==> src/sv/imc_pkg.sv <==
// ============================================================================
// IMU turn and motion classifier package
// Shared widths, register indexes, event and state codes, and the structs
// that pass configuration, calibration status and results between modules.
// ============================================================================
package imc_pkg;

    // Calibration length and the settle time of the stop detector.
    localparam int CALIB_SAMPLES = 5;
    localparam int STILL_SETTLE  = 4;

    // Field widths.
    localparam int YAW_W   = 15;
    localparam int ACC_W   = 16;
    localparam int SUM_W   = 19;
    localparam int CNT_W   = 3;
    localparam int THR_W   = 18;

    // Reciprocal for the truncating divide of the calibration sum.
    localparam int CALIB_SHIFT = 22;
    localparam int RECIP_W     = 23;
    localparam int CALIB_RECIP = ((1 << CALIB_SHIFT) + CALIB_SAMPLES - 1) / CALIB_SAMPLES;
    localparam int PROD_W      = SUM_W + RECIP_W;
    localparam int QUOT_W      = ACC_W + 1;

    // Configuration port.
    localparam int CFG_IDX_W  = 3;
    localparam int CFG_DATA_W = 15;

    localparam logic [CFG_IDX_W-1:0] CFG_LEFT_ENTER    = 3'd0;
    localparam logic [CFG_IDX_W-1:0] CFG_RIGHT_ENTER   = 3'd1;
    localparam logic [CFG_IDX_W-1:0] CFG_BAND_HIGH     = 3'd2;
    localparam logic [CFG_IDX_W-1:0] CFG_BAND_LOW      = 3'd3;
    localparam logic [CFG_IDX_W-1:0] CFG_HARD_TURN     = 3'd4;
    localparam logic [CFG_IDX_W-1:0] CFG_MOVE_MARGIN   = 3'd5;
    localparam logic [CFG_IDX_W-1:0] CFG_STILL_TIMEOUT = 3'd6;
    localparam logic [CFG_IDX_W-1:0] CFG_STOP_CONFIRM  = 3'd7;

    // Turn state codes.
    localparam logic [1:0] TURN_STRAIGHT = 2'd0;
    localparam logic [1:0] TURN_LEFT     = 2'd1;
    localparam logic [1:0] TURN_RIGHT    = 2'd2;

    // Turn event codes.
    localparam logic [2:0] EV_NONE        = 3'd0;
    localparam logic [2:0] EV_LEFT_NORMAL  = 3'd1;
    localparam logic [2:0] EV_LEFT_HARD    = 3'd2;
    localparam logic [2:0] EV_RIGHT_NORMAL = 3'd3;
    localparam logic [2:0] EV_RIGHT_HARD   = 3'd4;

    typedef struct packed {
        logic        [13:0] left_enter;
        logic signed [14:0] right_enter;
        logic        [13:0] band_high;
        logic signed [14:0] band_low;
        logic        [13:0] hard_turn;
        logic        [11:0] move_margin;
        logic        [4:0]  still_timeout;
        logic        [3:0]  stop_confirm;
    } imc_cfg_t;

    typedef struct packed {
        logic                    calibrated;
        logic signed [ACC_W-1:0] rest_offset;
    } imc_calib_t;

    typedef struct packed {
        logic [2:0] turn_event;
        logic       moving;
    } imc_result_t;

endpackage

==> src/sv/imc_cfg_regs.sv <==
// ============================================================================
// IMU classifier configuration registers
// Holds the thresholds and counts written through the plain write port.
// ============================================================================
module imc_cfg_regs import imc_pkg::*;
(
    input  logic                  clk,
    input  logic                  rst_n,
    input  logic                  cfg_we,
    input  logic [CFG_IDX_W-1:0]  cfg_index,
    input  logic [CFG_DATA_W-1:0] cfg_wdata,
    output imc_cfg_t              cfg
);

    imc_cfg_t cfg_reg;

    // Register writes, each truncated to the width of its field.
    always_ff @(posedge clk or negedge rst_n)
    begin
        if (!rst_n)
        begin
            cfg_reg.left_enter    <= 14'd512;
            cfg_reg.right_enter   <= -15'sd480;
            cfg_reg.band_high     <= 14'd192;
            cfg_reg.band_low      <= -15'sd192;
            cfg_reg.hard_turn     <= 14'd1600;
            cfg_reg.move_margin   <= 12'd82;
            cfg_reg.still_timeout <= 5'd17;
            cfg_reg.stop_confirm  <= 4'd6;
        end
        else if (cfg_we)
        begin
            case (cfg_index)
                CFG_LEFT_ENTER:    cfg_reg.left_enter    <= cfg_wdata[13:0];
                CFG_RIGHT_ENTER:   cfg_reg.right_enter   <= $signed(cfg_wdata[14:0]);
                CFG_BAND_HIGH:     cfg_reg.band_high     <= cfg_wdata[13:0];
                CFG_BAND_LOW:      cfg_reg.band_low      <= $signed(cfg_wdata[14:0]);
                CFG_HARD_TURN:     cfg_reg.hard_turn     <= cfg_wdata[13:0];
                CFG_MOVE_MARGIN:   cfg_reg.move_margin   <= cfg_wdata[11:0];
                CFG_STILL_TIMEOUT: cfg_reg.still_timeout <= cfg_wdata[4:0];
                CFG_STOP_CONFIRM:  cfg_reg.stop_confirm  <= cfg_wdata[3:0];
                default:           cfg_reg <= cfg_reg;
            endcase
        end
    end

    assign cfg = cfg_reg;

endmodule

==> config.mk <==
export PLATFORM = sky130hd
export DESIGN_NAME = imc_cfg_regs
export DESIGN_NICKNAME = d
export VERILOG_FILES = /design/src/sv/imc_pkg.sv /design/src/sv/imc_cfg_regs.sv
export SDC_FILE = /design/constraint.sdc
export NUM_CORES = 1
export LEC_CHECK = 0
export ABC_AREA = 1
export BUFFER_PORTS_ARGS = -buffer_cell sky130_fd_sc_hd__clkbuf_2
export CAP_MARGIN = 10
export CELL_PAD_IN_SITES_DETAIL_PLACEMENT = 1
export CELL_PAD_IN_SITES_GLOBAL_PLACEMENT = 1
export CORE_ASPECT_RATIO = 1.5
export CORE_MARGIN = 3
export CORE_UTILIZATION = 35
export CTS_BUF_LIST = sky130_fd_sc_hd__clkbuf_4
export CTS_CLUSTER_DIAMETER = 50
export DETAILED_ROUTE_END_ITERATION = 8
export PLACE_DENSITY = 0.79
export SKIP_LAST_GASP = 1
export SLEW_MARGIN = 10
export SYNTH_ARGS = -nofsm -noshare
export SYNTH_HDL_FRONTEND = slang
export SYNTH_SLANG_ARGS = --single-unit
==> constraint.sdc <==
create_clock -name clk -period 0.8 [get_ports clk]
set_clock_uncertainty 0.2 [all_clocks]
set_input_delay 0.04 -clock clk [delete_from_list [all_inputs] [get_ports clk]]
set_output_delay 0.04 -clock clk [all_outputs]
set_load 0.03 [all_outputs]
==> metrics <==
grt met1 use 0.268; slew margin rel. 0.730; CTS max path bufs 2; Worst Setup End Kind output port; Worst Slack Setup Final -0.675 ns; CP max stage delay 0.62 ns; Die Span Y 132 µm; IO buf count 113; Post-Synthesis Cells 422; Mapped Nets 443; drt first-iter violations 207; row cnt 45; met2 usage 0.476; ys async rst share 1.00; final HPWL from detailed placement 8.73 mm; ANT nets after route 0; worst path arrival time 1.23 ns; mux cell area share after synthesis 0; top cells by count, synth nand2_1 (233), dfrtp_1 (65), nand3_1 (57); Slowest-stage cell, CP dfstp_2; core area 10200 µm²; DRC 0; Internal 0.0107 W; routed vias/inst 4.98; Tcrit/Tclk final 1.84; CTS Hold Buffers Added 12; post-synth top area share 0.437; Final Util 0.635; VDD IR max 0.00125 V; Clk Latency, worst-skew pair 0.48 ns; # setup viols final 186; Comb pwr share 0.411; WP data required 0.56 ns; root buf cell clkbuf_4; Synth warnings 0; worst slack, placed -0.432 ns; io pins 114; CP delay by family, top flip-flops; adder-cell share of the synthesized area 0; mean area per synthesized cell 8.82 µm²; total gr overflow 0; Post-synth top flop dfrtp_1; initial core utilization 0.363; EDFF count, synth 0; pwr dens 2630 nW/µm²; Flop pwr share 0.409; gr usage total 0.252; NetSw 0.00642 W; hold_ws -0.304 ns; first-pass GRT wire length 23.1 mm; First-pass DRT Iterations 4; Worst Path Class, Setup register to output port; met3 GRT Util 0.0377; sequential element share of the synthesized area 0.634; Yosys reg bits 93; placed cells 675; mean routed wirelength per cell 21.7 µm; Worst Hold Class input port to register; Max-Cap Viols 0; Post-Synth XOR/XNOR Area 0; gr busiest metal met2; most common cell in the netlist nand2_1; Final Hold Fails 148; largest area contributor in the netlist dfrtp_1; Final Critical Period 1.47 ns; Sink Count 93; CP Cell Sequence buf_8; fin. max-slew vios 0; simple-gate portion of the synthesized area 0.329; Worst setup SP type register; RSZ-0062 raised after global routing yes; Worst-Margin Slew 0.403 ns; Crit Path Max Fanout 2; Finished Layout Cells 737; die area 11900 µm²; Cell Area, Synth 3720 µm²; vias 3667; htree depth 3; Die Width 90.2 µm; CTS Buf Count 9; status complete, but fails checks; number of global-route vias before repair 4184; initial antenna violation count 1; NumNets Final 611; complex-gate fraction of the synthesized area 0; max reg flops 93; Buf/Inv on CP 1; synth top area cells dfrtp_1 (44%), nand2_1 (23%), dfstp_2 (20%); Yosys cell types 13; GP Congestion 0.813; clk slew on worst S/H paths 0.17 ns; pin count of the biggest net entering global routing 55; violated checks hold timing, setup timing; switch share 0.376; final wirelength 16.0 mm; static leakage 3.17 nW; layout cell share with drive strength beyond 1 0.582; P&R area growth vs syn 74.7%; power share of the clock group 0.181; CTS tree done; largest family of logic cells by synthesized area simple AND/OR/NAND/NOR gates; Max Clk Rate 678 MHz
-- layout by cell type, fill, tap and decap left out, types with 7 or more instances in the layout --
cell type / count
nand3_1: 57
dlygate4sd3_1: 12
clkbuf_4: 9
buf_4: 14
buf_8: 93
buf_6: 33
nand2_1: 175
nand2_2: 53
buf_12: 9
dfstp_2: 28
nand2_4: 7
dfrtp_2: 64
clkbuf_2: 19
-- power groups by stage --
stage	logic (W)	registers (W)	clock network, W
floorplan	0.000858	0.00826	0
global placement	0.00409	0.00651	0
detailed placement	0.00419	0.00655	0
CTS	0.00587	0.00662	0.00306
global route	0.00736	0.00707	0.00335
finish	0.00701	0.00698	0.00309
-- layer usage --
| layer | up-vias | part of all wire |
|---|---|---|
| met5 | - | 0 |
| met4 | 0 | 0.037 |
| met3 | 34 | 0.034 |
| met2 | 115 | 0.58 |
| met1 | 1874 | 0.35 |
| li1 | 1644 | - |
-- area by class of cell --
| cell class | count | area [µm²] |
|---|---|---|
| Clock buffer | 9 | 67.6 |
| Tap cell | 141 | 176 |
| Fill cell | 1101 | 3740 |
| Clock inverter | 7 | 98.8 |
| Multi-Input combinational cell | 300 | 1420 |
| Antenna cell | 1 | 2.50 |
| Inverter | 6 | 30.0 |
| Timing Repair Buffer | 180 | 2270 |
| Sequential cell | 93 | 2440 |
-- per-stage QoR --
stage          setup TNS (ns)  area (µm²)  power, W
2_1_floorplan          -11.80        3900   0.00912
3_3_place_gp           -34.06        4760    0.0106
3_5_place_dp           -36.97        4760    0.0107
4_1_cts                -61.35        6020    0.0156
5_1_grt                -70.83        6510    0.0178
6_report               -64.14        6510    0.0171
-- timing repair --
item	in CTS	in global routing
pin swaps	11	26
resized for setup	207	169
gates cloned	0	0
setup endpoints to repair	186	186
buffers inserted	13	25
hold endpoints to repair	186	148
-- logic make-up after synthesis --
kind of cell  after synthesis
buf+inv                    29
flops                      93
simple gates              300
-- path summary, 6_finish.rpt --
kind                       cells after the start  slack, ns          from      end
min in group asynchronous                      3      -0.14         rst_n  cfg[26]
hold reg to reg                                2       0.29       cfg[48]  cfg[48]
setup reg to reg                               4      -0.30       cfg[91]  cfg[91]
setup / recovery                               1      -0.67       cfg[27]  cfg[27]
max in group asynchronous                      3       0.19         rst_n   cfg[2]
hold / removal                                 3      -0.30  cfg_wdata[1]   cfg[1]
No activity file was read; power rests on OpenSTA's default activity.
