$ cat src/sv/imc_pkg.sv
// ============================================================================
// IMU turn and motion classifier package
// Shared widths, register indexes, event and state codes, and the structs
// that pass configuration, calibration status and results between modules.
// ============================================================================
package imc_pkg;

    // Calibration length and the settle time of the stop detector.
    localparam int CALIB_SAMPLES = 5;
    localparam int STILL_SETTLE  = 4;

    // Field widths.
    localparam int YAW_W   = 15;
    localparam int ACC_W   = 16;
    localparam int SUM_W   = 19;
    localparam int CNT_W   = 3;
    localparam int THR_W   = 18;

    // Reciprocal for the truncating divide of the calibration sum.
    localparam int CALIB_SHIFT = 22;
    localparam int RECIP_W     = 23;
    localparam int CALIB_RECIP = ((1 << CALIB_SHIFT) + CALIB_SAMPLES - 1) / CALIB_SAMPLES;
    localparam int PROD_W      = SUM_W + RECIP_W;
    localparam int QUOT_W      = ACC_W + 1;

    // Configuration port.
    localparam int CFG_IDX_W  = 3;
    localparam int CFG_DATA_W = 15;

    localparam logic [CFG_IDX_W-1:0] CFG_LEFT_ENTER    = 3'd0;
    localparam logic [CFG_IDX_W-1:0] CFG_RIGHT_ENTER   = 3'd1;
    localparam logic [CFG_IDX_W-1:0] CFG_BAND_HIGH     = 3'd2;
    localparam logic [CFG_IDX_W-1:0] CFG_BAND_LOW      = 3'd3;
    localparam logic [CFG_IDX_W-1:0] CFG_HARD_TURN     = 3'd4;
    localparam logic [CFG_IDX_W-1:0] CFG_MOVE_MARGIN   = 3'd5;
    localparam logic [CFG_IDX_W-1:0] CFG_STILL_TIMEOUT = 3'd6;
    localparam logic [CFG_IDX_W-1:0] CFG_STOP_CONFIRM  = 3'd7;

    // Turn state codes.
    localparam logic [1:0] TURN_STRAIGHT = 2'd0;
    localparam logic [1:0] TURN_LEFT     = 2'd1;
    localparam logic [1:0] TURN_RIGHT    = 2'd2;

    // Turn event codes.
    localparam logic [2:0] EV_NONE        = 3'd0;
    localparam logic [2:0] EV_LEFT_NORMAL  = 3'd1;
    localparam logic [2:0] EV_LEFT_HARD    = 3'd2;
    localparam logic [2:0] EV_RIGHT_NORMAL = 3'd3;
    localparam logic [2:0] EV_RIGHT_HARD   = 3'd4;

    typedef struct packed {
        logic        [13:0] left_enter;
        logic signed [14:0] right_enter;
        logic        [13:0] band_high;
        logic signed [14:0] band_low;
        logic        [13:0] hard_turn;
        logic        [11:0] move_margin;
        logic        [4:0]  still_timeout;
        logic        [3:0]  stop_confirm;
    } imc_cfg_t;

    typedef struct packed {
        logic                    calibrated;
        logic signed [ACC_W-1:0] rest_offset;
    } imc_calib_t;

    typedef struct packed {
        logic [2:0] turn_event;
        logic       moving;
    } imc_result_t;

endpackage

$ cat src/sv/imc_classify.sv
// ============================================================================
// IMU classifier turn and motion logic
// Turn hysteresis, hard turn reporting, moving flag and stop detector.
// ============================================================================
module imc_classify import imc_pkg::*;
(
    input  logic                    clk,
    input  logic                    rst_n,
    input  logic                    step,
    input  imc_calib_t              calib,
    input  imc_cfg_t                cfg,
    input  logic signed [YAW_W-1:0] yaw,
    input  logic signed [ACC_W-1:0] accel,
    output imc_result_t             result
);

    logic [1:0] turn_state_reg;
    logic [1:0] turn_state_next;
    logic       motion_reg;
    logic       motion_next;
    logic       stopping_reg;
    logic       stopping_next;
    logic [4:0] still_count_reg;
    logic [4:0] still_count_next;
    logic [3:0] stop_count_reg;
    logic [3:0] stop_count_next;

    logic signed [THR_W-1:0] acc_lo;
    logic signed [THR_W-1:0] acc_hi;
    logic signed [THR_W-1:0] acc_x;
    logic signed [YAW_W:0]   yaw_x;
    logic signed [YAW_W:0]   yaw_mag;
    logic signed [YAW_W:0]   hard_x;
    logic                    in_band;
    logic                    quiet;
    logic                    left_hard;
    logic                    right_hard;
    logic [2:0]              event_code;

    // Motion thresholds around the rest offset, formed without saturation.
    assign acc_x  = {{(THR_W-ACC_W){accel[ACC_W-1]}}, accel};
    assign acc_lo = {{(THR_W-ACC_W){calib.rest_offset[ACC_W-1]}}, calib.rest_offset}
                    - $signed({6'b0, cfg.move_margin});
    assign acc_hi = {{(THR_W-ACC_W){calib.rest_offset[ACC_W-1]}}, calib.rest_offset}
                    + $signed({6'b0, cfg.move_margin});
    assign quiet  = (acc_x > acc_lo) && (acc_x < acc_hi);

    // Yaw band and hard turn compares.
    assign in_band    = (yaw < $signed({1'b0, cfg.band_high})) && (yaw > cfg.band_low);
    assign yaw_x      = {yaw[YAW_W-1], yaw};
    assign yaw_mag    = yaw_x[YAW_W] ? -yaw_x : yaw_x;
    assign hard_x     = $signed({2'b0, cfg.hard_turn});
    assign left_hard  = (yaw_mag > hard_x);
    assign right_hard = (yaw_x < -hard_x);

    // Next state of the turn tracker and the stop detector for this item.
    always_comb
    begin
        turn_state_next  = turn_state_reg;
        motion_next      = motion_reg;
        stopping_next    = stopping_reg;
        still_count_next = still_count_reg;
        stop_count_next  = stop_count_reg;
        event_code       = EV_NONE;

        // Turn entry with hysteresis; the straight band wins.
        if (yaw < cfg.right_enter)
        begin
            turn_state_next = TURN_RIGHT;
            motion_next     = 1'b1;
        end
        else if (yaw > $signed({1'b0, cfg.left_enter}))
        begin
            turn_state_next = TURN_LEFT;
            motion_next     = 1'b1;
        end
        if (in_band)
        begin
            turn_state_next = TURN_STRAIGHT;
        end

        case (turn_state_next)
            TURN_LEFT:  event_code = left_hard ? EV_LEFT_HARD : EV_LEFT_NORMAL;
            TURN_RIGHT: event_code = right_hard ? EV_RIGHT_HARD : EV_RIGHT_NORMAL;
            default:    event_code = EV_NONE;
        endcase

        // While straight, acceleration starts motion and braking arms the stop detector.
        if (turn_state_next == TURN_STRAIGHT)
        begin
            if (acc_x < acc_lo)
            begin
                motion_next = 1'b1;
            end
            else if ((acc_x > acc_hi) && motion_next)
            begin
                stopping_next    = 1'b1;
                still_count_next = '0;
                stop_count_next  = '0;
            end
        end

        // Stop window: time out, or count quiet samples after the settle time.
        if (stopping_next)
        begin
            still_count_next = still_count_next + 5'd1;
            if (still_count_next >= cfg.still_timeout)
            begin
                stopping_next    = 1'b0;
                still_count_next = '0;
            end
            if (quiet && in_band && (still_count_next >= 5'(STILL_SETTLE)))
            begin
                stop_count_next = stop_count_next + 4'd1;
                if (stop_count_next >= cfg.stop_confirm)
                begin
                    stopping_next    = 1'b0;
                    stop_count_next  = '0;
                    still_count_next = '0;
                    motion_next      = 1'b0;
                end
            end
        end
    end

    // State advances only for items seen after calibration.
    always_ff @(posedge clk or negedge rst_n)
    begin
        if (!rst_n)
        begin
            turn_state_reg  <= TURN_STRAIGHT;
            motion_reg      <= 1'b0;
            stopping_reg    <= 1'b0;
            still_count_reg <= '0;
            stop_count_reg  <= '0;
        end
        else if (step && calib.calibrated)
        begin
            turn_state_reg  <= turn_state_next;
            motion_reg      <= motion_next;
            stopping_reg    <= stopping_next;
            still_count_reg <= still_count_next;
            stop_count_reg  <= stop_count_next;
        end
    end

    // During calibration no event is reported and the flag shows the held state.
    assign result.turn_event = calib.calibrated ? event_code : EV_NONE;
    assign result.moving     = calib.calibrated ? motion_next : motion_reg;

endmodule

$ cat config.mk
export PLATFORM = sky130hd
export DESIGN_NAME = imc_classify
export DESIGN_NICKNAME = d
export VERILOG_FILES = /design/src/sv/imc_pkg.sv /design/src/sv/imc_classify.sv
export SDC_FILE = /design/constraint.sdc
export NUM_CORES = 1
export LEC_CHECK = 0
export BUFFER_PORTS_ARGS = -buffer_cell sky130_fd_sc_hd__buf_2
export CAP_MARGIN = 20
export CORE_ASPECT_RATIO = 0.9
export CORE_MARGIN = 4
export CORE_UTILIZATION = 38
export CTS_CLUSTER_DIAMETER = 100
export DETAILED_ROUTE_END_ITERATION = 10
export GPL_ROUTABILITY_DRIVEN = 0
export PLACE_DENSITY = 0.66
export SLEW_MARGIN = 20
export SYNTH_ARGS = -nofsm -noshare
export SYNTH_HDL_FRONTEND = slang
export SYNTH_SLANG_ARGS = --single-unit
$ cat constraint.sdc
create_clock -name clk -period 25.8 [get_ports clk]
set_input_delay 5.16 -clock clk [delete_from_list [all_inputs] [get_ports clk]]
set_output_delay 5.16 -clock clk [all_outputs]
set_load 0.02 [all_outputs]
==> impl_metrics.yaml <==
hold_path:
  worstHoldPathType: "flop to flop"
sta:
  slew_headroom_pct: 58.9
  tightest_slew_ns: 0.613
  rsz0062_at_grt: "false"
  min_period_ns: 17.19
  hold_violations: 0
  setup_violations: 0
  fin_setup_tns_ns: 0
  fin_hold_ws_ns: 0.479
  final-max-slew-violation-count: 0
  timing.final.crit_share_pct: 66.6
  clock_skew_ns: 0.00130
  fmaxAchievable_mhz: 58.2
clocking:
  cts_setup_buffers: 0
  cts.sinks: 13
  numCtsBuffers: 3
  hold_buffers: 0
  clk_pin_slew_worst_paths_ns: 0.05
  ctsResizeCount: 0
  clockBufferDepth: 2
  insertion_delay_ns: 0.24
  h-tree-depth: 1
  cts_tree: "done"
  cts_root_buf: "clkbuf_16"
logic_synthesis:
  synth_top_area_share_pct: 34.3
  syn_area_sq_um: 5800
  synthCells: 768
  synth_top_cells_by_count: "159 x ha_1, 123 x inv_1, 46 x a21oi_1, 43 x nor2_1, 42 x xnor2_1"
  ys.flop_type: "dfrtp_1"
  yosys.area.top_type: "ha_1"
  yosysMostFrequentCell: "ha_1"
  ys_ff_latch: 13
  yosysSeqAreaShare_pct: 5.61
  ys_types: 68
  avgSynthCellArea_sq_um: 7.55
  synth_area_leaders: "ha_1 34%, inv_1 8.0%, xnor2_1 6.3%, dfrtp_1 5.6%, a21oi_1 4.0%"
  synth_edf_count: 0
  syn_nets: 1073
  synth_warnings: 0
  async_reset_ff_share_pct: 100
critical_path:
  slowest_stage: "a211oi_1"
  crit_path_end_kind: "output port"
  worstPathArrival_ns: 12.03
  rr_worst_depth: 22
  cp_data_required_time_ns: 20.64
  reg2reg_from: "turn_state_reg[1]$_DFFE_PN0P_"
  worstSetupEndpoint: "result[0]"
  start_kind: "input pin"
  critPathMostFrequentCell: "ha_1"
  r2r_slack_ns: 20.93
  crit_fanout: 12
  crit_start: "cfg[10]"
  critPathKind: "input pin to output port"
  slowest_delay_ns: 0.55
  reg2reg_to: "still_count_reg[0]$_DFFE_PN0P_"
global_routing:
  grt_pass1_wl_mm: 25.4
  global_route.usage.met1_pct: 24.3
  grtUsageMet3_pct: 1.64
  use_met2_pct: 28.3
  gr-usage-all-layers_pct: 16.9
  grt_antenna_before_repair: 0
  busiest_layer: "met2"
  grt_max_degree: 24
  grt-ovfl-total: 0
  grt_pass1_vias: 5453
floorplan:
  fp.dieW_um: 138
  die_h_um: 125
  start_util_pct: 39.2
  rows: 42
  die_area_sq_um: 17300
  coreArea_sq_um: 14800
  io_pins: 148
place:
  hpwl_mm: 13.0
  portBuffers: 147
  dp_cells: 1101
final_layout:
  multiInputGateArea_sq_um: 4950
  syn_to_final_growth_pct: 17.3
  regArea_sq_um: 325
  antenna_cells: 0
  final-instance-count-excl-fill: 1105
  largest_register_ff_count: 5
  fill_cells: 1559
  final_nets: 1213
  drive_above_1_share_pct: 18.6
  final_core_util_pct: 45.9
detailed_routing:
  route.vias.total: 5738
  drc_errors: 0
  drtIter0Drc: 199
  via_per_inst: 5.19
  routed_wirelength_mm: 15.0
  wl_per_cell_um: 13.5
  first_pass_iters: 4
  ant_nets: 0
power_and_ir_drop:
  leakage_nw: 3.61
  vdd_drop_max_uv: 23.9
  p_per_area_nw_per_um2: 29.6
run:
  drv_cap: 0
status:
  outcome: "completed"
## through the flow
step | setup slack, ns | total power, mW | cell area [sq um]
4_1_cts | 8.60 | 0.203 | 6810
2_1_floorplan | 9.69 | 0.131 | 5800
3_5_place_dp | 8.61 | 0.172 | 6730
3_3_place_gp | 8.83 | 0.172 | 6730
5_1_grt | 7.86 | 0.227 | 6810
6_report | 8.61 | 0.201 | 6810
## final cells by class
cell class,instances,share of cell area [%]
Clock buffer,4,1.16
Inverter,123,6.78
Multi-Input combinational cell,619,72.7
Sequential cell,13,4.78
Tap cell,198,3.64
Timing Repair Buffer,148,10.9
## where the power goes
part           switching, mW  total [mW]  internal, mW  leakage, nW
registers            0.00547      0.0301        0.0246        0.170
clock network        0.00824      0.0291        0.0208       0.0382
logic                 0.0782       0.142        0.0640         3.40
total                 0.0919       0.201         0.109         3.61
## cell families after synthesis
group	count (synthesis)	share of synthesized area, %
adders and majority gates	161	35.0
buffers and inverters	136	9.08
xor gates and xnor gates	52	7.85
AOI/OAI and AO/OA	184	21.1
DFF	13	5.61
and+or+nand+nor	220	21.0
muxes	2	0.431
## cells in the final DEF (no fill, tap or decap), types with 5 or more instances in the layout
master | Yosys | layout
a21oi_1 | 46 | 46
nor2b_1 | 20 | 20
ha_1 | 159 | 159
nand4_1 | 19 | 19
nand2b_1 | 12 | 12
o21a_1 | 5 | 5
nor3_1 | 20 | 20
xor2_1 | 10 | 10
o211ai_1 | 7 | 7
a31oi_1 | 5 | 5
a211oi_1 | 15 | 15
o22ai_1 | 6 | 6
nor2_1 | 43 | 43
and3_1 | 7 | 7
or3_1 | 7 | 7
a21o_1 | 6 | 6
nand3_1 | 27 | 27
dfrtp_1 | 13 | 13
a2111oi_0 | 5 | 5
o31ai_1 | 9 | 9
o2bb2ai_1 | 5 | 5
nor3b_1 | 6 | 6
inv_1 | 123 | 123
o21bai_1 | 11 | 11
xnor2_1 | 42 | 42
buf_2 | 1 | 147
o21ai_0 | 36 | 36
nand2_1 | 31 | 31
## worst max-delay path, delay by kind of cell
kind | cells | cell delay [ns]
AOI/OAI and AO/OA | 12 | 2.97
xor gates and xnor gates | 1 | 0.12
and+or+nand+nor | 12 | 2.35
buffers and inverters | 4 | 0.40
adders and majority gates | 4 | 1.00
## how the worst min path moves through the flow
stage	from	depth (start not counted)	slack, ns	endpoint
global route	turn_state_reg[1]$_DFFE_PN0P_	2	0.52	turn_state_reg[1]$_DFFE_PN0P_
detailed placement	turn_state_reg[1]$_DFFE_PN0P_	2	0.47	turn_state_reg[1]$_DFFE_PN0P_
floorplan	turn_state_reg[1]$_DFFE_PN0P_	2	0.44	turn_state_reg[1]$_DFFE_PN0P_
CTS	turn_state_reg[1]$_DFFE_PN0P_	2	0.48	turn_state_reg[1]$_DFFE_PN0P_
global placement	turn_state_reg[1]$_DFFE_PN0P_	2	0.47	turn_state_reg[1]$_DFFE_PN0P_
finish	turn_state_reg[1]$_DFFE_PN0P_	2	0.48	turn_state_reg[1]$_DFFE_PN0P_
## layer usage
layer | up-vias | routed length [um]
li1 | 3037 | -
met1 | 2558 | 7620
met2 | 137 | 6570
met3 | 6 | 679
met4 | 0 | 92
met5 | - | 0
(Power assumes the default switching activity.)
