**config.mk**
```make
export PLATFORM = sky130hd
export DESIGN_NAME = imc_calib
export DESIGN_NICKNAME = d
export VERILOG_FILES = /design/src/sv/imc_pkg.sv /design/src/sv/imc_calib.sv
export SDC_FILE = /design/constraint.sdc
export NUM_CORES = 1
export LEC_CHECK = 0
export BUFFER_PORTS_ARGS = -buffer_cell sky130_fd_sc_hd__buf_4
export CORE_ASPECT_RATIO = 1.75
export CORE_MARGIN = 2
export CORE_UTILIZATION = 25
export CTS_BUF_LIST = sky130_fd_sc_hd__clkbuf_4 sky130_fd_sc_hd__clkbuf_8
export DETAILED_ROUTE_END_ITERATION = 8
export SLEW_MARGIN = 20
export SYNTH_ARGS = -nofsm -noshare
export SYNTH_HDL_FRONTEND = slang
export SYNTH_SLANG_ARGS = --single-unit
export TNS_END_PERCENT = 1
```
**constraint.sdc**
```tcl
create_clock -name clk -period 8.85 [get_ports clk]
set_input_delay 1.3275 -clock clk [delete_from_list [all_inputs] [get_ports clk]]
set_output_delay 1.3275 -clock clk [all_outputs]
set_load 0.01 [all_outputs]
```
**src/sv/imc_pkg.sv**
```systemverilog
// ============================================================================
// IMU turn and motion classifier package
// Shared widths, register indexes, event and state codes, and the structs
// that pass configuration, calibration status and results between modules.
// ============================================================================
package imc_pkg;

    // Calibration length and the settle time of the stop detector.
    localparam int CALIB_SAMPLES = 5;
    localparam int STILL_SETTLE  = 4;

    // Field widths.
    localparam int YAW_W   = 15;
    localparam int ACC_W   = 16;
    localparam int SUM_W   = 19;
    localparam int CNT_W   = 3;
    localparam int THR_W   = 18;

    // Reciprocal for the truncating divide of the calibration sum.
    localparam int CALIB_SHIFT = 22;
    localparam int RECIP_W     = 23;
    localparam int CALIB_RECIP = ((1 << CALIB_SHIFT) + CALIB_SAMPLES - 1) / CALIB_SAMPLES;
    localparam int PROD_W      = SUM_W + RECIP_W;
    localparam int QUOT_W      = ACC_W + 1;

    // Configuration port.
    localparam int CFG_IDX_W  = 3;
    localparam int CFG_DATA_W = 15;

    localparam logic [CFG_IDX_W-1:0] CFG_LEFT_ENTER    = 3'd0;
    localparam logic [CFG_IDX_W-1:0] CFG_RIGHT_ENTER   = 3'd1;
    localparam logic [CFG_IDX_W-1:0] CFG_BAND_HIGH     = 3'd2;
    localparam logic [CFG_IDX_W-1:0] CFG_BAND_LOW      = 3'd3;
    localparam logic [CFG_IDX_W-1:0] CFG_HARD_TURN     = 3'd4;
    localparam logic [CFG_IDX_W-1:0] CFG_MOVE_MARGIN   = 3'd5;
    localparam logic [CFG_IDX_W-1:0] CFG_STILL_TIMEOUT = 3'd6;
    localparam logic [CFG_IDX_W-1:0] CFG_STOP_CONFIRM  = 3'd7;

    // Turn state codes.
    localparam logic [1:0] TURN_STRAIGHT = 2'd0;
    localparam logic [1:0] TURN_LEFT     = 2'd1;
    localparam logic [1:0] TURN_RIGHT    = 2'd2;

    // Turn event codes.
    localparam logic [2:0] EV_NONE        = 3'd0;
    localparam logic [2:0] EV_LEFT_NORMAL  = 3'd1;
    localparam logic [2:0] EV_LEFT_HARD    = 3'd2;
    localparam logic [2:0] EV_RIGHT_NORMAL = 3'd3;
    localparam logic [2:0] EV_RIGHT_HARD   = 3'd4;

    typedef struct packed {
        logic        [13:0] left_enter;
        logic signed [14:0] right_enter;
        logic        [13:0] band_high;
        logic signed [14:0] band_low;
        logic        [13:0] hard_turn;
        logic        [11:0] move_margin;
        logic        [4:0]  still_timeout;
        logic        [3:0]  stop_confirm;
    } imc_cfg_t;

    typedef struct packed {
        logic                    calibrated;
        logic signed [ACC_W-1:0] rest_offset;
    } imc_calib_t;

    typedef struct packed {
        logic [2:0] turn_event;
        logic       moving;
    } imc_result_t;

endpackage

```
**src/sv/imc_calib.sv**
```systemverilog
// ============================================================================
// IMU classifier rest calibration
// Sums the first samples' acceleration and stores the truncated average
// as the rest offset.
// ============================================================================
module imc_calib import imc_pkg::*;
(
    input  logic                    clk,
    input  logic                    rst_n,
    input  logic                    step,
    input  logic signed [ACC_W-1:0] accel,
    output imc_calib_t              calib
);

    logic                    calibrated_reg;
    logic [CNT_W-1:0]        calib_count_reg;
    logic signed [SUM_W-1:0] accel_sum_reg;
    logic signed [ACC_W-1:0] rest_offset_reg;

    logic signed [SUM_W-1:0] sum_total;
    logic [CNT_W:0]          count_inc;
    logic                    calib_done;
    logic                    sum_neg;
    logic [SUM_W-1:0]        sum_mag;
    logic [PROD_W-1:0]       product;
    logic [QUOT_W-1:0]       quot_mag;
    logic [QUOT_W-1:0]       quot_signed;

    // Running sum and sample count including the current item.
    assign sum_total  = accel_sum_reg + {{(SUM_W-ACC_W){accel[ACC_W-1]}}, accel};
    assign count_inc  = {1'b0, calib_count_reg} + (CNT_W+1)'(1);
    assign calib_done = (count_inc >= (CNT_W+1)'(CALIB_SAMPLES));

    // Divide truncating toward zero: divide the magnitude, then restore the sign.
    assign sum_neg     = sum_total[SUM_W-1];
    assign sum_mag     = sum_neg ? $unsigned(-sum_total) : $unsigned(sum_total);
    assign product     = PROD_W'(sum_mag) * PROD_W'(CALIB_RECIP);
    assign quot_mag    = product[CALIB_SHIFT +: QUOT_W];
    assign quot_signed = sum_neg ? (~quot_mag + QUOT_W'(1)) : quot_mag;

    // Accumulate until the calibration length is reached, then latch the offset.
    always_ff @(posedge clk or negedge rst_n)
    begin
        if (!rst_n)
        begin
            calibrated_reg  <= 1'b0;
            calib_count_reg <= '0;
            accel_sum_reg   <= '0;
            rest_offset_reg <= '0;
        end
        else if (step && !calibrated_reg)
        begin
            if (calib_done)
            begin
                rest_offset_reg <= $signed(quot_signed[ACC_W-1:0]);
                accel_sum_reg   <= '0;
                calib_count_reg <= '0;
                calibrated_reg  <= 1'b1;
            end
            else
            begin
                accel_sum_reg   <= sum_total;
                calib_count_reg <= count_inc[CNT_W-1:0];
            end
        end
    end

    assign calib.calibrated  = calibrated_reg;
    assign calib.rest_offset = rest_offset_reg;

endmodule

```
==> metrics.txt, run 1 <==
share of cells above drive strength 1 32.4%; DR DRC count 0; CP max stage cell fa_1; Die Width 150 microns; Worst-path clk slew 100 ps; final setup violation count 16; Worst setup EP type flip-flop; via count around 9300; most common cell after layout, fill and taps aside buf_4; syn_area_per_cell 8.43 sq um; main combinational cell family by area after synthesis adder cells; part of the Yosys area used for sequential elements 10.5%; Clock Path Buffers 2; worst min-delay path category flip-flop to flip-flop; GRT Resource Usage Total 17.4%; cell mode on critical path fa_1; Die H 259 microns; Tmin final 9750 ps; CTS H-tree lvls 2; CP Max Fanout 6; actual slew at the worst max-slew pin 914 ps; commonest cells after routing, fill and taps aside buf_4, inv_1, ha_1; status finished with violations; failing checks setup timing; CP arrival 9950 ps; CTS tree built; clk root buf clkbuf_8; final WL 32600 microns; Synth Net Count 1377; Async SR Flop Fraction 100%; Worst Path Buf+Inv 8; Yosys warning count 0; FP Rows 93; EDFF count, synth 0; final period utilization 110%; Worst path top cell family by delay adder cells; antenna-violating nets left 0; Area growth syn-to-layout 43.0%; number of global-route vias before repair 10307; hold buffer count at CTS 0; vias per cell 4.74; DP HPWL 29000 microns; Pre-antenna DRT Iters 5; initial core utilization 25.3%; max_cap viols 0; RSZ-0062 raised after global routing yes; mux contribution to synthesized area 0.336%; largest net degree at the start of global routing 40; Crit Path Class input pin to flip-flop; gpl congestion 0.927; CP Data Required Time 9040 ps; Distinct cells, synth 72; Gate Count Post-Synth 1104; worst r2r src accel_sum_reg[0]; first-pass GRT wire length 52500 microns; grt total ovfl 0; post-placement cell area 12900 sq um; Synth Register Bits 39; number of flip-flops in the largest register 19; drt wl/cell 16.7 microns; DRT iter0 DRCs ~300; Most used DFF post-synth dfrtp_1; clk sinks 39; Simple-Gate Fraction of Synth Area a little over an eighth; adder and majority gate portion of the synthesized area 42.1%; Max-Slew Margin vs Limit between 30 and 40%; Hold Violations, Final 0; Compound-Gate Fraction of Synth Area 18.4%; Syn Std Cell Area 9310 sq um; Port Buf Inserts 35; antenna violations before repair 0; Pins Over Slew Limit 0; DIE AREA slightly below 40000 sq um; Setup Skew 17.5 ps; Design Area, Final between 10000 and 15000 sq um; Final #Nets between 1500 and 2000; Diodes inserted 0; Worst-Skew Late Latency 330 ps; Core ar. about 37000 sq um; Fillers about 3800; CP Launch Point accel[0]; CTS Buf Count 5; Hold Crit Start accel_sum_reg[8]; post-route setup slack -905 ps; Worst setup SP type input pin; max frequency between 0.1 and 0.15 GHz; CP max stage delay 560 ps; xor/xnor cell area share of the yosys netlist 6.20%; setup TNS -11510 ps; # IOs 36
[path summary, 6_finish.rpt]
| check | slack (ps) | cells after the start | endpoint |
|---|---|---|---|
| max in group asynchronous | 7460 | 1 | rest_offset_reg[15] |
| hold / removal | 490 | 2 | accel_sum_reg[8] |
| hold reg to reg | 490 | 2 | accel_sum_reg[8] |
| setup reg to reg | -240 | 37 | rest_offset_reg[13] |
| min in group asynchronous | 970 | 1 | accel_sum_reg[10] |
| setup / recovery | -900 | 38 | rest_offset_reg[13] |
[per-layer routing]
layer  wire (microns)  track usage, %  share of wire (%)
met5                0               0                  0
met4             2810            12.9                8.6
met3              740            1.27                2.3
met2            18300            35.0                 56
met1            10700            15.7                 33
[worst reg2reg max path: cells and delay by family (launching register included)]
kind,cells,cell delay [ps]
buffers and inverters,7,640
adders and majority gates,9,3700
AOI/OAI and AO/OA,8,1150
xor gates and xnor gates,4,720
DFF,1,430
and+or+nand+nor,9,2340
[through the flow]
step	hold slack, ps	worst slack (ps)	std cells	utilization (%)
finish	490	-905	1955	36.2
global route	520	-1260	1955	36.2
CTS	495	-935	1947	35.7
detailed placement	473	-1700	1935	35.0
global placement	466	-1650	1935	35.0
floorplan	453	-858	1104	-
[timing repair]
item / in CTS / in global routing
pin swaps: 22 / 16
setup buffers: 4 / 8
setup endpoints to repair: 16 / 16
gates resized for setup: 27 / 32
[final cells by class]
type                       count  area [sq um]  area share [%]
clock inverter                 3          43.8           0.329
tap                          475           594            4.46
inverter                     209           785            5.89
multi-input combinational    833          7870            59.1
clock buffer                   5          68.8           0.517
timing repair buffer         391          2970            22.3
sequential                    39           976            7.33
[kinds of logic (layout without fill, tap and decap cells)]
| group | after synthesis | after routing |
|---|---|---|
| XOR/XNOR | 65 | 65 |
| adder cells (fa/ha/maj) | 254 | 254 |
| multiplexers | 3 | 3 |
| AO/OA/AOI/OAI | 263 | 263 |
| AND/OR/NAND/NOR | 248 | 248 |
| buffers and inverters | 232 | 608 |
| flip-flops | 39 | 39 |
[synth_stat cells, drive strengths merged (20+ instances only)]
cell type,instances,share of area (%)
o21ai,64,3.4
nor3,20,1.2
inv,209,8.4
a21o,20,1.6
ha,155,21
nand2,80,3.2
fa,99,21
xnor2,37,3.6
nor2,56,2.3
a21oi,73,4.0
clkbuf,22,0.89
xor2,28,2.6
dfrtp,39,10
Power of run 1 is left out: the tool's default activity adds up to more than one toggle a clock period on the data nets, which glitch-free logic cannot reach.
==> run 2, diff against run 1 <==
--- a/config.mk
+++ b/config.mk
@@ -5,11 +5,12 @@
 export SDC_FILE = /design/constraint.sdc
 export NUM_CORES = 1
 export LEC_CHECK = 0
-export BUFFER_PORTS_ARGS = -buffer_cell sky130_fd_sc_hd__buf_4
+export BUFFER_PORTS_ARGS = -buffer_cell sky130_fd_sc_hd__buf_2
+export CAP_MARGIN = 20
 export CORE_ASPECT_RATIO = 1.75
 export CORE_MARGIN = 2
 export CORE_UTILIZATION = 25
-export CTS_BUF_LIST = sky130_fd_sc_hd__clkbuf_4 sky130_fd_sc_hd__clkbuf_8
+export CTS_BUF_LIST = sky130_fd_sc_hd__clkbuf_4
 export DETAILED_ROUTE_END_ITERATION = 8
 export SLEW_MARGIN = 20
 export SYNTH_ARGS = -nofsm -noshare
==> metrics.txt, run 2 (synthesized netlist as in run 1, its figures left out) <==
CP max stage delay 580 ps (was 560 ps); share of cells above drive strength 1 35.2% (was 32.4%); worst min-delay path category flip-flop to flip-flop (unchanged); FF-to-FF path depth 39 (was 37); first-pass GRT wire length 52300 microns (was 52500 microns); Worst-Skew Late Latency 420 ps (was 330 ps); Worst Path Buf+Inv 12 (was 8); Die H 259 microns (unchanged); GRT Resource Usage Total 17.3% (was 17.4%); WHS 493 ps (was 490 ps); antenna violations before repair 1 (was 0); Worst-path clk slew 150 ps (was 100 ps); CTS H-tree lvls 2 (unchanged); largest net degree at the start of global routing 40 (unchanged); CP max stage cell fa_1 (unchanged); DR DRC count 0 (unchanged); hold buffer count at CTS 0 (unchanged); Die Width 150 microns (unchanged); Tmin final 9560 ps (was 9750 ps); critical path depth in cells 40 (was 38); Max-Slew Margin vs Limit 35.8% (was 38.9%); FP Rows 93 (unchanged); number of flip-flops in the largest register 19 (unchanged); setup TNS -7620 ps (was -11510 ps); RSZ-0062 raised after global routing yes (unchanged); DRT iter0 DRCs 288 (was 304); CP Max Fanout 5 (was 6); Place WS -1760 ps (was -1700 ps); CTS Buf Count 5 (unchanged); final setup violation count 15 (was 16); failing checks setup timing (unchanged); drt wl/cell 16.7 microns (about the same); actual slew at the worst max-slew pin 961 ps (was 914 ps); grt total ovfl 0 (unchanged); antenna-violating nets left 0 (unchanged); DIE AREA 38900 sq um (unchanged); Setup Skew 33.7 ps (was 17.5 ps); CTS tree built (unchanged); hold path depth 2 (unchanged); final WL 32800 microns (was 32600 microns); commonest cells after routing, fill and taps aside buf_4, inv_1, ha_1 (unchanged); max_cap viols 0 (unchanged); clk root buf clkbuf_4 (was clkbuf_8); CP arrival 9840 ps (was 9950 ps); vias per cell 4.77 (was 4.74); cell mode on critical path buf_4 (was fa_1); clk sinks 39 (unchanged); post-route setup slack -715 ps (was -905 ps); status finished with violations (unchanged); Core ar. 36800 sq um (unchanged); Worst setup SP type input pin (unchanged); Clock Path Buffers 2 (unchanged); Worst path top cell family by delay adder cells (unchanged); final period utilization 108% (was 110%); number of global-route vias before repair 10326 (was 10307); Worst setup EP type flip-flop (unchanged); Pins Over Slew Limit 0 (unchanged); via count 9380 (was 9261); DP HPWL 28600 microns (was 29000 microns); gpl congestion 0.943 (was 0.927); most common cell after layout, fill and taps aside buf_4 (unchanged); initial core utilization 25.3% (unchanged); # IOs 36 (unchanged); CP Data Required Time 9120 ps (was 9040 ps); Pre-antenna DRT Iters 7 (was 5); Hold Violations, Final 0 (unchanged); max frequency 0.105 GHz (was 0.103 GHz); Port Buf Inserts 35 (unchanged); Area growth syn-to-layout 44.5% (was 43.0%); Crit Path Class input pin to flip-flop (unchanged); Final #Nets 1764 (was 1752)
[run 2: cell types whose count changed in the layout (fill, tap and decap cells not counted), moves of 4 or more]
cell      change
buf_4        -26
clkbuf_4      +6
clkbuf_8      -5
fa_2          +4
o21ai_0       +4
ha_4          +6
buf_2        +34
o21ai_1       -6
nor2_2        +4
fa_1          -4
ha_1          -8
buf_6         +5
[run 2: routing by layer]
layer	wire length (microns)	track usage, %	up-vias
met5	0	0	-
met4	2340	11.4	0
met3	726	0.949	87
met2	18700	35.5	180
met1	11000	15.8	4602
li1	-	-	4511
[run 2: repair_timing]
item	CTS	global route
setup endpoints to repair	16	16
setup buffers	14	0
pin swaps	73	22
gates resized for setup	74	25
[run 2: tightest hold or removal path, stage by stage, from the launching register on]
cell and delay, ps:
dfrtp_1 370, nand2_1 40, o21ai_0 60
[run 2: metrics by stage]
stage	cell area [sq um]	instances	utilization (%)
after floorplan	9530	1104	-
after CTS	13300	1966	36.3
after detailed placement	12800	1944	34.9
after global placement	12800	1944	34.9
final	13500	1968	36.6
after global routing	13500	1968	36.6
[run 2: worst paths after layout]
kind	startpoint	endpoint	slack, ps
setup / recovery	accel[0]	rest_offset_reg[11]	-710
hold / removal	rest_offset_reg[2]	rest_offset_reg[2]	490
setup reg to reg	accel_sum_reg[0]	rest_offset_reg[11]	-180
hold reg to reg	rest_offset_reg[2]	rest_offset_reg[2]	490
max in group asynchronous	rst_n	rest_offset_reg[14]	7580
min in group asynchronous	rst_n	accel_sum_reg[10]	760
[run 2: final cells by class]
class / instances / area, sq um
fillers: 3743 / 23300
multi-input cells: 833 / 8060
repair buffers: 403 / 2980
flip-flops and latches: 39 / 976
inverters: 209 / 785
well taps: 475 / 594
clock buffers: 6 / 45.0
clock inverters: 2 / 12.5
diodes: 1 / 2.50
Power of run 2 is left out for the same reason.
==> run 3, diff against run 2 <==
--- a/config.mk
+++ b/config.mk
@@ -9,7 +9,7 @@
 export CAP_MARGIN = 20
 export CORE_ASPECT_RATIO = 1.75
 export CORE_MARGIN = 2
-export CORE_UTILIZATION = 25
+export CORE_UTILIZATION = 30
 export CTS_BUF_LIST = sky130_fd_sc_hd__clkbuf_4
 export DETAILED_ROUTE_END_ITERATION = 8
 export SLEW_MARGIN = 20
==> metrics.txt, run 3 (synthesized netlist as in run 1, its figures left out) <==
Die Width 137 microns (was 150 microns); post-route setup slack -853 ps (was -715 ps); Pre-antenna DRT Iters 6 (was 7); Port Buf Inserts 35 (unchanged); DRT iter0 DRCs 368 (was 288); antenna violations before repair 1 (unchanged); GRT Resource Usage Total 20.5% (was 17.3%); via count 9218 (was 9380); Worst-path clk slew 150 ps (about the same); # IOs 36 (unchanged); DIE AREA 32500 sq um (was 38900 sq um); initial core utilization 30.4% (was 25.3%); first-pass GRT wire length 51200 microns (was 52300 microns); final period utilization 110% (was 108%); commonest cells after routing, fill and taps aside buf_4, inv_1, ha_1 (unchanged); max_cap viols 0 (unchanged); number of global-route vias before repair 10286 (was 10326); CTS Buf Count 5 (unchanged); drt wl/cell 17.1 microns (was 16.7 microns); CP Data Required Time 9170 ps (was 9120 ps); worst min-delay path category flip-flop to flip-flop (unchanged); Worst setup SP type input pin (unchanged); FP Rows 85 (was 93); share of cells above drive strength 1 32.9% (was 35.2%); Pins Over Slew Limit 0 (unchanged); vias per cell 4.93 (was 4.77); worst r2r src accel_sum_reg[0] (unchanged); Die H 237 microns (was 259 microns); gpl congestion 0.955 (was 0.943); Hold Crit Start rest_offset_reg[3] (was rest_offset_reg[2]); grt total ovfl 0 (unchanged); antenna-violating nets left 0 (unchanged); Area growth syn-to-layout 40.5% (was 44.5%); CTS H-tree lvls 2 (unchanged); CP max stage cell or4b_4 (was fa_1); Setup Skew 15.1 ps (was 33.7 ps); CP Max Fanout 6 (was 5); status finished with violations (unchanged); RSZ-0062 raised after global routing yes (unchanged); Crit Path Class input pin to flip-flop (unchanged); failing checks setup timing (unchanged); final WL 31900 microns (was 32800 microns); post-layout util 42.7% (was 36.6%); largest net degree at the start of global routing 40 (unchanged); max frequency 0.103 GHz (was 0.105 GHz); DR DRC count 0 (unchanged); Hold Violations, Final 0 (unchanged); Worst setup EP type flip-flop (unchanged); most common cell after layout, fill and taps aside buf_4 (unchanged); clk sinks 39 (unchanged); final setup violation count 15 (unchanged); actual slew at the worst max-slew pin 1060 ps (was 961 ps); Clock Path Buffers 2 (unchanged); Tmin final 9700 ps (was 9560 ps); CP arrival 10030 ps (was 9840 ps); Max-Slew Margin vs Limit 28.8% (was 35.8%); clk root buf clkbuf_4 (unchanged); Core ar. 30600 sq um (was 36800 sq um); CTS tree built (unchanged); CP Launch Point accel[0] (unchanged); cell mode on critical path fa_1 (was buf_4); Final #Nets 1749 (was 1764); DP HPWL 28100 microns (was 28600 microns); number of flip-flops in the largest register 19 (unchanged); CP max stage delay 590 ps (was 580 ps); Worst-Skew Late Latency 420 ps (about the same)
run 3: worst paths after layout:
path	end	slack [ps]	depth (start not counted)
max in group asynchronous	rest_offset_reg[1]	7550	1
worst min register to register	rest_offset_reg[3]	490	2
min in group asynchronous	accel_sum_reg[12]	880	1
worst max-delay path	rest_offset_reg[14]	-850	37
worst max register to register	rest_offset_reg[14]	-270	36
worst min-delay path	rest_offset_reg[3]	490	2
run 3: metal layers:
metal  vias to the layer above  routed length, microns  track usage (%)
met5                         -                       0                0
met4                         0                    2580             14.0
li1                       4482                       -                -
met2                       164                   18000             40.9
met3                       100                     623             1.22
met1                      4472                   10700             19.0
run 3: final cells by class:
cell class,instances,area [sq um]
fill,3078,17500
multi-input combinational,833,7920
timing repair buffer,388,2830
sequential,39,976
inverter,209,785
tap,391,489
clock inverter,3,43.8
clock buffer,5,37.5
antenna,1,2.50
run 3: repair_timing:
item | 4_1_cts | 5_1_grt
buffers inserted | 5 | 0
gates cloned | 0 | 0
gates resized for setup | 41 | 19
pin swaps | 35 | 10
hold buffers | 0 | 0
endpoints found under the setup margin | 16 | 16
run 3: through the flow:
step	std cells	instance area (sq um)	TNS [ps]	worst slack [ps]	hold slack, ps
2_1_floorplan	1104	9530	-8390	-858	453
3_5_place_dp	1855	12700	-23330	-2010	471
4_1_cts	1868	13000	-9010	-778	504
5_1_grt	1869	13100	-15320	-1190	524
6_report	1869	13100	-9030	-853	494
3_3_place_gp	1855	12700	-21980	-1900	459
run 3: worst max-delay path, delay by kind of cell:
kind,cells,cell delay [ps]
XOR/XNOR,3,520
adder cells (fa/ha/maj),8,3410
AND/OR/NAND/NOR,13,3110
AO/OA/AOI/OAI,6,930
buffers and inverters,6,480
multiplexers,1,250
Power of run 3 is left out for the same reason.
